$ cat src/sv/mvph_pkg.sv
`timescale 1ns / 1ps
// mvph_pkg: shared types and constants for the MPEG video picture header parser.
// No dependencies.
package mvph_pkg;

    // Start code prefix as seen in the three-byte history
    localparam logic [23:0] CODE_PREFIX = 24'h000001;
    localparam logic [23:0] HIST_RESET  = 24'hFFFFFF;

    // Start code values of interest
    localparam logic [7:0] PIC_CODE = 8'h00;
    localparam logic [7:0] SEQ_CODE = 8'hB3;

    // Picture coding types that carry vector fields
    localparam logic [2:0] TYPE_P = 3'd2;
    localparam logic [2:0] TYPE_B = 3'd3;

    // Header fields reported at frame end
    typedef struct packed {
        logic [9:0] temp_ref;
        logic [2:0] picture_type;
        logic       sequence_start;
        logic       full_pel_forward;
        logic [2:0] forward_code;
        logic       full_pel_backward;
        logic [2:0] backward_code;
    } fields_t;

endpackage

$ cat src/sv/mvph_parser.sv
`timescale 1ns / 1ps
// mvph_parser: start code detection and picture header capture state.
// Depends on mvph_pkg.
module mvph_parser
(
    input  logic              clk,
    input  logic              rst_n,
    input  logic              step,
    input  logic [7:0]        data_byte,
    input  logic              last_byte,
    output mvph_pkg::fields_t fields
);
    import mvph_pkg::*;

    // header position: which header byte is due next
    localparam logic [2:0] POS_IDLE = 3'd0;
    localparam logic [2:0] POS_B0   = 3'd1;
    localparam logic [2:0] POS_B1   = 3'd2;
    localparam logic [2:0] POS_B2   = 3'd3;
    localparam logic [2:0] POS_B3   = 3'd4;
    localparam logic [2:0] POS_B4   = 3'd5;

    logic [23:0] hist_reg, hist_next;
    logic [2:0]  pos_reg, pos_next;
    logic [7:0]  kept_reg, kept_next;
    fields_t     held_reg, held_next;
    logic        is_code;

    assign is_code = (hist_reg == CODE_PREFIX);

    always_comb
    begin
        pos_next  = pos_reg;
        kept_next = kept_reg;
        held_next = held_reg;
        if (is_code && data_byte == PIC_CODE)
        begin
            pos_next = POS_B0;
        end
        else
        begin
            case (pos_reg)
                POS_IDLE:
                begin
                    pos_next = POS_IDLE;
                end
                POS_B0:
                begin
                    kept_next = data_byte;
                    pos_next  = POS_B1;
                end
                POS_B1:
                begin
                    held_next.temp_ref     = {kept_reg, data_byte[7:6]};
                    held_next.picture_type = data_byte[5:3];
                    pos_next               = POS_B2;
                end
                POS_B2:
                begin
                    pos_next = POS_B3;
                end
                POS_B3:
                begin
                    kept_next = data_byte;
                    pos_next  = POS_B4;
                end
                POS_B4:
                begin
                    if (held_reg.picture_type == TYPE_P || held_reg.picture_type == TYPE_B)
                    begin
                        held_next.full_pel_forward = kept_reg[2];
                        held_next.forward_code     = {kept_reg[1:0], data_byte[7]};
                    end
                    if (held_reg.picture_type == TYPE_B)
                    begin
                        held_next.full_pel_backward = data_byte[6];
                        held_next.backward_code     = data_byte[5:3];
                    end
                    pos_next = POS_IDLE;
                end
                default:
                begin
                    pos_next = POS_IDLE;
                end
            endcase
            if (is_code && data_byte == SEQ_CODE)
            begin
                held_next.sequence_start = 1'b1;
            end
        end
        hist_next = is_code ? HIST_RESET : {hist_reg[15:0], data_byte};
    end

    // result carries the fields after this byte is taken in
    assign fields = held_next;

    always_ff @(posedge clk or negedge rst_n)
    begin
        if (!rst_n)
        begin
            hist_reg <= HIST_RESET;
            pos_reg  <= POS_IDLE;
            kept_reg <= '0;
            held_reg <= '0;
        end
        else if (step)
        begin
            if (last_byte)
            begin
                // frame done: start the next one from scratch
                hist_reg <= HIST_RESET;
                pos_reg  <= POS_IDLE;
                kept_reg <= '0;
                held_reg <= '0;
            end
            else
            begin
                hist_reg <= hist_next;
                pos_reg  <= pos_next;
                kept_reg <= kept_next;
                held_reg <= held_next;
            end
        end
    end

endmodule

$ cat src/sv/mvph_out_reg.sv
`timescale 1ns / 1ps
// mvph_out_reg: result register with valid/ready hold.
// Depends on mvph_pkg.
module mvph_out_reg
(
    input  logic              clk,
    input  logic              rst_n,
    input  logic              load,
    input  mvph_pkg::fields_t fields_in,
    input  logic              ready,
    output logic              valid,
    output mvph_pkg::fields_t fields_out
);
    import mvph_pkg::*;

    logic    valid_reg, valid_next;
    fields_t data_reg;

    always_comb
    begin
        if (load)
        begin
            valid_next = 1'b1;
        end
        else if (ready)
        begin
            valid_next = 1'b0;
        end
        else
        begin
            valid_next = valid_reg;
        end
    end

    always_ff @(posedge clk or negedge rst_n)
    begin
        if (!rst_n)
        begin
            valid_reg <= 1'b0;
        end
        else
        begin
            valid_reg <= valid_next;
        end
    end

    always_ff @(posedge clk)
    begin
        if (load)
        begin
            data_reg <= fields_in;
        end
    end

    assign valid      = valid_reg;
    assign fields_out = data_reg;

endmodule

$ cat src/sv/mpeg_video_picture_header_parser_core.sv
`timescale 1ns / 1ps
// A frame's last byte waits in the input register until the result register is free, then loads its result.
// Throughput: one byte per cycle; a stalled result holds back only a following last byte.
// The input register, parse state and result register form the path; ready ripples back.
// Reset (rst_n low, asynchronous): history all ones, capture idle, held fields zero,
// both register stages empty.
// Top level of the MPEG video picture header parser. Depends on mvph_pkg,
// mvph_parser and mvph_out_reg.
module mpeg_video_picture_header_parser_core
(
    input  logic       clk,
    input  logic       rst_n,
    input  logic       in_valid,
    output logic       in_ready,
    input  logic [7:0] data_byte,
    input  logic       last_byte,
    output logic       out_valid,
    input  logic       out_ready,
    output logic [9:0] temp_ref,
    output logic [2:0] picture_type,
    output logic       sequence_start,
    output logic       full_pel_forward,
    output logic [2:0] forward_code,
    output logic       full_pel_backward,
    output logic [2:0] backward_code
);
    import mvph_pkg::*;

    // Input register: one byte held ahead of the parse logic
    logic       s1_valid_reg, s1_valid_next;
    logic [7:0] s1_byte_reg;
    logic       s1_last_reg;

    logic       s1_advance;   // held byte moves into the parse state this cycle
    logic       out_load;     // held byte ends a frame and fills the result register
    logic       out_free;     // result register can take a new result
    fields_t    parse_fields;
    fields_t    res_fields;

    // Only a frame's last byte needs room at the output; others always advance.
    assign out_free   = !out_valid || out_ready;
    assign s1_advance = s1_valid_reg && (!s1_last_reg || out_free);
    assign out_load   = s1_advance && s1_last_reg;
    assign in_ready   = !s1_valid_reg || s1_advance;

    always_comb
    begin
        if (in_valid && in_ready)
        begin
            s1_valid_next = 1'b1;
        end
        else if (s1_advance)
        begin
            s1_valid_next = 1'b0;
        end
        else
        begin
            s1_valid_next = s1_valid_reg;
        end
    end

    always_ff @(posedge clk or negedge rst_n)
    begin
        if (!rst_n)
        begin
            s1_valid_reg <= 1'b0;
        end
        else
        begin
            s1_valid_reg <= s1_valid_next;
        end
    end

    // Payload register, no reset needed
    always_ff @(posedge clk)
    begin
        if (in_valid && in_ready)
        begin
            s1_byte_reg <= data_byte;
            s1_last_reg <= last_byte;
        end
    end

    // Start code scan and header capture
    mvph_parser u_parser
    (
        .clk       (clk),
        .rst_n     (rst_n),
        .step      (s1_advance),
        .data_byte (s1_byte_reg),
        .last_byte (s1_last_reg),
        .fields    (parse_fields)
    );

    // Result register
    mvph_out_reg u_out_reg
    (
        .clk        (clk),
        .rst_n      (rst_n),
        .load       (out_load),
        .fields_in  (parse_fields),
        .ready      (out_ready),
        .valid      (out_valid),
        .fields_out (res_fields)
    );

    assign temp_ref          = res_fields.temp_ref;
    assign picture_type      = res_fields.picture_type;
    assign sequence_start    = res_fields.sequence_start;
    assign full_pel_forward  = res_fields.full_pel_forward;
    assign forward_code      = res_fields.forward_code;
    assign full_pel_backward = res_fields.full_pel_backward;
    assign backward_code     = res_fields.backward_code;

`ifndef ASSERT_OFF
    // A non-final byte is never held back by the output side
    a_nonlast_moves: assert property (@(posedge clk) disable iff (!rst_n)
        s1_valid_reg && !s1_last_reg |-> s1_advance)
        else $error("non-final byte stalled in input register");

    // A final byte waiting on a full output stays put
    a_last_waits: assert property (@(posedge clk) disable iff (!rst_n)
        s1_valid_reg && s1_last_reg && out_valid && !out_ready |=> s1_valid_reg && s1_last_reg)
        else $error("final byte dropped while result stalled");

    // A result is loaded only when the previous one has gone or is going
    a_no_overwrite: assert property (@(posedge clk) disable iff (!rst_n)
        out_load |-> !out_valid || out_ready)
        else $error("result register overwritten");

    // Every load shows up as a valid result next cycle
    a_load_valid: assert property (@(posedge clk) disable iff (!rst_n)
        out_load |=> out_valid)
        else $error("loaded result not presented");
`endif

endmodule

$ cat config.mk
export PLATFORM = sky130hd
export DESIGN_NAME = mpeg_video_picture_header_parser_core
export DESIGN_NICKNAME = d
export VERILOG_FILES = /design/src/sv/mvph_pkg.sv /design/src/sv/mvph_parser.sv /design/src/sv/mvph_out_reg.sv /design/src/sv/mpeg_video_picture_header_parser_core.sv
export SDC_FILE = /design/constraint.sdc
export NUM_CORES = 1
export LEC_CHECK = 0
export BUFFER_PORTS_ARGS = -buffer_cell sky130_fd_sc_hd__buf_2
export CAP_MARGIN = 20
export CORE_AREA = 2 2 115 89
export CTS_CLUSTER_DIAMETER = 60
export DETAILED_ROUTE_END_ITERATION = 10
export DIE_AREA = 0 0 117 91
export SYNTH_ARGS = -nofsm -noshare
export SYNTH_HDL_FRONTEND = slang
export SYNTH_SLANG_ARGS = --single-unit
$ cat constraint.sdc
create_clock -name clk -period 2 [get_ports clk]
set_input_delay 0.1 -clock clk [delete_from_list [all_inputs] [get_ports clk]]
set_output_delay 0.1 -clock clk [all_outputs]
set_load 0.02 [all_outputs]
==> out/metrics.csv, run 1 <==
stage;metric;value;unit
synth;async set-reset flop share out of synthesis;65.6;%
setup_path;Crit. End Element;flip-flop;
setup_path;arrival time worst endpoint;2.26;ns
floorplan;# rows;31;
place;Buffers on Ports;36;
pwr;Max VDD drop;0.000543;V
floorplan;die width;117;µm
setup_path;worst r2r dst;u_out_reg.fields_out[0];
setup_path;CP max FO;4;
finish;area of the multi-input gates;1210;µm²
cts;Reg clk slew, reported paths;0.06;ns
finish;max FFs per register;24;
synth;Seq/Total Area, Yosys;67.6;%
setup_path;Reg2Reg Setup Slack;-0.17;ns
floorplan;die area;10600;µm²
pwr;sequential power share;51.6;%
setup_path;R2R Path Start;u_parser.hist_reg[4];
cts;clock latency on the worst-skew pair;0.34;ns
route;DRC errors left;0;
setup_path;CP cell instances;or4_4 -> nor2_4 -> nand4_1 -> nor3b_4 -> nand2_2 -> mux2_2;
grt;initial antenna violation count;0;
synth;EDFF count, synth;31;
finish;FILL cells;822;
synth;syn_area_per_cell;15.0;µm²
synth;synthesized cell area;3610;µm²
pwr;switch share;22.6;%
synth;post-synth cell types;43;
synth;synthesized instance count;240;
place;Inst Count DP;437;
route;WL/cell;17.5;µm
finish;Final Non-Filler Cells;473;
cts;CTS Sinks;90;
floorplan;Ports;37;
grt;grt total ovfl;0;
sta;Max Slew Vio Count;0;
sta;Worst Clk Skew;0.0114;ns
setup_path;max incr delay on CP;0.55;ns
route;vias per inst;5.14;
cts;H-tree depth;3;
setup_path;CP startpoint kind;flip-flop;
finish;diode count;0;
finish;Total Nets Final;349;
cts;TritonCTS clock tree;yes;
cts;clock buffer depth;2;
synth;most frequent cells after synthesis;35 x dfrtp_1, 31 x edfxtp_1, 27 x a22o_1;
sta;final hold slack;0.166;ns
pwr;Int Power;3.09;mW
grt;number of global-route vias before repair;2456;
finish;Seq. cell area;2440;µm²
pwr;combinational cell fraction of total power;8.8;%
pwr;Leak Pwr;2.08;nW
run_status;outcome;finished, violations left;
grt;total track usage;17.1;%
sta;setup violators final;41;
setup_path;critical path depth;6;
synth;Seq cells post-synth;90;
hold_path;min-delay worst type;input port to asynchronous set/reset pin;
pwr;power per cell area;827;nW/µm²
cts;CTS Root Cell;clkbuf_16;
place;DP HPWL;5370;µm
sta;fmax;0.460;GHz
setup_path;CP Class;flip-flop to flip-flop;
sta;setup ws final;-0.172;ns
sta;Worst Tran Pin Value;0.474;ns
place;Placer Congestion;0.743;
pwr;sw power;903;µW
floorplan;Starting Density;38.0;%
route;Final ANT Viol Nets;0;
grt;first-pass GRT wire length;13300;µm
flow_run;Max Cap Viol;0;
sta;min Tclk post-route;2.17;ns
setup_path;delay-heaviest family, CP;simple AND/OR/NAND/NOR gates;
floorplan;Core ar.;9500;µm²
sta;RSZ-0062 raised after global routing;yes;
synth;share of the synthesized area in the top cell type;25.8;%
synth;most frequent cell after synthesis;dfrtp_1;
sta;Final Hold Fails;0;
route;routed via count;2432;
run_status;failing checks;negative setup slack;
setup_path;FF-to-FF path depth;6;
route;DRT Wirelength;8280;µm
finish;Area Growth Syn to Fin;33.9;%
sta;Fin Setup TNS;-4.05;ns
route;1st-iter DRT viols;154;
synth;synthesized net count;253;
setup_path;Critical path origin;u_parser.hist_reg[4];
synth;Yosys warnings;0;
setup_path;Critical path buffers and inverters;0;
sta;Period Utilization, post-route;109;%
grt;largest net degree at the start of global routing;34;
setup_path;slowest library cell on the worst path;or4_4;
pwr;clock network power share;39.6;%
sta;relative slew slack;68.4;%
synth;Main synth FF type;dfrtp_1;
floorplan;Die Y;91;µm
finish;share of post-route cells with drive strength above 1;46.9;%
cts;total CTS buffers;9;
synth;Synth area leader;edfxtp_1;
setup_path;Worst EP required;2.09;ns
synth;Area contributors post-synth;edfxtp_1 26%, dfrtp_1 24%, dfstp_2 17%, a22o_1 6.6%, o22a_1 5.6%;
route;drt first pass iters;4;
## stage by stage
| stage | setup slack, ns | cell area, µm² | utilization, % | power [mW] |
|---|---|---|---|---|
| floorplan | -0.169 | 3610 | - | 2.22 |
| finish | -0.172 | 4830 | 50.8 | 4.00 |
| CTS | -0.186 | 4770 | 50.2 | 4.04 |
| global route | -0.237 | 4830 | 50.8 | 4.17 |
| global placement | -0.651 | 4240 | 44.6 | 2.41 |
| detailed placement | -0.707 | 4240 | 44.6 | 2.42 |
## placed cells by master (no fill, tap or decap), types with 5 or more instances in the layout
master and instances:
buf_2 36, dfrtp_1 35, edfxtp_1 31, mux2_4 8, mux2_2 13, buf_4 43, dfstp_2 24, nand2_1 10
a22o_1 27, clkbuf_16 10, o22a_1 23, buf_6 5, dlygate4sd3_1 12
## power by group through the flow
stage | registers, mW | logic, mW | clock network (mW)
finish | 2.06 | 0.352 | 1.58
global route | 2.07 | 0.383 | 1.71
CTS | 2.06 | 0.350 | 1.63
detailed placement | 2.09 | 0.327 | 0
global placement | 2.09 | 0.324 | 0
floorplan | 2.11 | 0.109 | 0
## routing by layer
metal	share of wire, %	global-route usage (%)	vias up
met5	0	0	-
li1	-	-	1127
met2	45	24.2	63
met1	48	24.6	1234
met3	5.6	6.01	8
met4	1.4	5.29	0
## worst max path at each step
stage / to
floorplan: u_out_reg.fields_out[13]
CTS: u_out_reg.fields_out[1]
global route: u_out_reg.fields_out[0]
finish: u_out_reg.fields_out[0]
detailed placement: u_out_reg.fields_out[18]
global placement: u_out_reg.fields_out[21]
## cell type report
class | instances | share of cell area (%)
flip-flops and latches | 90 | 50.5
clock buffers | 11 | 5.26
clock inverters | 5 | 0.570
inverters | 3 | 0.233
well taps | 132 | 3.42
repair buffers | 98 | 14.9
multi-input cells | 134 | 25.2
## kinds of logic after synthesis
logic type / after synthesis / share of synthesized area (%)
and+or+nand+nor: 43 / 7.28
buffers and inverters: 17 / 2.46
muxes: 23 / 7.11
DFF: 90 / 67.6
AOI/OAI and AO/OA: 65 / 15.1
xor gates and xnor gates: 2 / 0.486
## repair_timing
action                     4_1_cts  5_1_grt
setup buffers                    7        1
pin swaps                        9        9
hold buffers                    12        0
hold endpoints to repair        49        0
setup endpoints to repair       49       50
gates resized for setup         20       13
gates cloned                     2        0
(Power assumes the default switching activity.)
==> run 2: changes to the inputs <==
--- a/config.mk
+++ b/config.mk
@@ -11,6 +11,7 @@
 export CTS_CLUSTER_DIAMETER = 60
 export DETAILED_ROUTE_END_ITERATION = 10
 export DIE_AREA = 0 0 117 91
+export SKIP_CTS_REPAIR_TIMING = 1
 export SYNTH_ARGS = -nofsm -noshare
 export SYNTH_HDL_FRONTEND = slang
 export SYNTH_SLANG_ARGS = --single-unit
==> run 2 against run 1 <==
- the run still ends with negative setup slack left
- clock power about the same
- combinational power about the same
- sequential share of layout area increased by 0.36 points
- total power decreased by 0.16%
- core utilization decreased by 0.36 points
- critical endpoint unchanged
- worst setup slack got worse by 0.053 ns
- first-iteration DRC count decreased by 18%
- sequential power about the same
- clock skew decreased by 0.0016 ns
- flip-flop and latch count unchanged
- final cell count decreased by 0.42%
- highest routed layer unchanged
==> out/metrics.csv, run 2 (synthesis gave the netlist of run 1 again) <==
stage;metric;value;unit;change
sta;RSZ-0062 raised after global routing;yes;;unchanged
route;1st-iter DRT viols;127;;was 154
run_status;outcome;finished, violations left;;unchanged
route;DRC errors left;0;;unchanged
cts;CTS Sinks;90;;unchanged
place;DP HPWL;5370;µm;unchanged
grt;largest net degree at the start of global routing;34;;unchanged
setup_path;Crit. End Element;flip-flop;;unchanged
setup_path;max incr delay on CP;0.54;ns;was 0.55 ns
finish;share of post-route cells with drive strength above 1;46.0;%;was 46.9%
grt;total track usage;16.5;%;was 17.1%
cts;clock latency on the worst-skew pair;0.34;ns;about the same
pwr;Max VDD drop;0.000542;V;was 0.000543 V
grt;grt total ovfl;0;;unchanged
cts;clock buffer depth;2;;unchanged
finish;Total Nets Final;347;;was 349
finish;Final Non-Filler Cells;471;;was 473
sta;setup ws final;-0.225;ns;was -0.172 ns
setup_path;CP startpoint kind;flip-flop;;unchanged
setup_path;Reg2Reg Setup Slack;-0.23;ns;was -0.17 ns
setup_path;worst r2r dst;u_out_reg.fields_out[0];;unchanged
finish;Finished Cell Area;4800;µm²;was 4830 µm²
cts;total CTS buffers;9;;unchanged
route;Final ANT Viol Nets;0;;unchanged
setup_path;arrival time worst endpoint;2.31;ns;was 2.26 ns
cts;H-tree depth;3;;unchanged
grt;number of global-route vias before repair;2387;;was 2456
grt;initial antenna violation count;0;;unchanged
pwr;Tot Pwr;3.99;mW;was 4.00 mW
setup_path;Critical path origin;s1_byte_reg[5];;was u_parser.hist_reg[4]
sta;final hold slack;0.161;ns;was 0.166 ns
finish;most frequent cells in the layout;40 x buf_4, 36 x buf_2, 35 x dfrtp_1;;was 43 x buf_4, 36 x buf_2, 35 x dfrtp_1
finish;Area Growth Syn to Fin;33.0;%;was 33.9%
place;Placer Congestion;0.743;;unchanged
route;WL/cell;17.6;µm;was 17.5 µm
sta;Max Slew Vio Count;0;;unchanged
setup_path;slowest library cell on the worst path;or4_1;;was or4_4
setup_path;FF-to-FF path depth;6;;unchanged
setup_path;CP Class;flip-flop to flip-flop;;unchanged
flow_run;Max Cap Viol;0;;unchanged
place;placed cell areas;4240;µm²;unchanged
finish;max FFs per register;24;;unchanged
sta;Final Hold Fails;0;;unchanged
setup_path;R2R Path Start;s1_byte_reg[5];;was u_parser.hist_reg[4]
floorplan;Ports;37;;unchanged
sta;setup violators final;42;;was 41
setup_path;Worst EP required;2.09;ns;about the same
finish;commonest non-fill, non-tap cell in the layout;buf_4;;unchanged
sta;Worst Tran Pin Value;0.498;ns;was 0.474 ns
sta;Fin Setup TNS;-6.47;ns;was -4.05 ns
finish;diode count;0;;unchanged
sta;relative slew slack;66.8;%;was 68.4%
cts;Reg clk slew, reported paths;0.06;ns;about the same
floorplan;die width;117;µm;unchanged
floorplan;# rows;31;;unchanged
floorplan;die area;10600;µm²;unchanged
route;DRT Wirelength;8270;µm;was 8280 µm
sta;Worst Clk Skew;0.00981;ns;was 0.0114 ns
place;Buffers on Ports;36;;unchanged
sta;Period Utilization, post-route;111;%;was 109%
floorplan;Starting Density;38.0;%;unchanged
route;vias per inst;5.12;;was 5.14
pwr;power per cell area;832;nW/µm²;was 827 nW/µm²
cts;TritonCTS clock tree;yes;;unchanged
route;drt first pass iters;4;;unchanged
sta;min Tclk post-route;2.23;ns;was 2.17 ns
place;Inst Count DP;437;;unchanged
hold_path;min-delay worst type;input port to asynchronous set/reset pin;;unchanged
sta;fmax;0.449;GHz;was 0.460 GHz
pwr;Leak Pwr;2.08;nW;about the same
run_status;failing checks;negative setup slack;;unchanged
route;routed via count;2410;;was 2432
setup_path;CP max FO;4;;unchanged
floorplan;Core ar.;9500;µm²;unchanged
floorplan;Die Y;91;µm;unchanged
setup_path;CP cell instances;or4_1 -> nor2_2 -> nand4_1 -> nor3b_4 -> nand2_2 -> mux2_2;;was or4_4 -> nor2_4 -> nand4_1 -> nor3b_4 -> nand2_2 -> mux2_2
cts;CTS Root Cell;clkbuf_16;;unchanged
grt;first-pass GRT wire length;13000;µm;was 13300 µm
run 2: worst max-delay path, delay by kind of cell (launching register included):
family           cells  cell delay (ns)
and+or+nand+nor      5             1.25
DFF                  1             0.37
muxes                1             0.35
run 2: stage by stage:
step | util (%) | setup WS [ns]
4_1_cts | 47.6 | -0.711
2_1_floorplan | - | -0.169
6_report | 50.5 | -0.225
3_3_place_gp | 44.6 | -0.651
5_1_grt | 50.5 | -0.294
3_5_place_dp | 44.6 | -0.707
run 2: worst max path at each step:
| stage | cells past startpoint | to |
|---|---|---|
| 2_1_floorplan | 7 | u_out_reg.fields_out[13] |
| 3_3_place_gp | 5 | u_out_reg.fields_out[21] |
| 3_5_place_dp | 5 | u_out_reg.fields_out[18] |
| 4_1_cts | 5 | u_out_reg.fields_out[10] |
| 5_1_grt | 6 | u_out_reg.fields_out[0] |
| 6_report | 6 | u_out_reg.fields_out[0] |
run 2: final cells by class:
cell class,count,area [µm²]
inverters,3,11.3
well taps,132,165
fillers,814,4710
flip-flops and latches,90,2440
clock buffers,11,254
repair buffers,96,708
clock inverters,5,27.5
multi-input cells,134,1190
run 2: routing by layer:
metal	track usage (%)	part of all wire (%)
met1	24.6	48
met5	0	0
met4	5.29	1.4
met2	22.6	45
met3	5.54	5.6
run 2: power by group:
group / internal (mW) / switching (mW)
clock: 0.909 / 0.666
combinational: 0.163 / 0.186
sequential: 2.02 / 0.0443
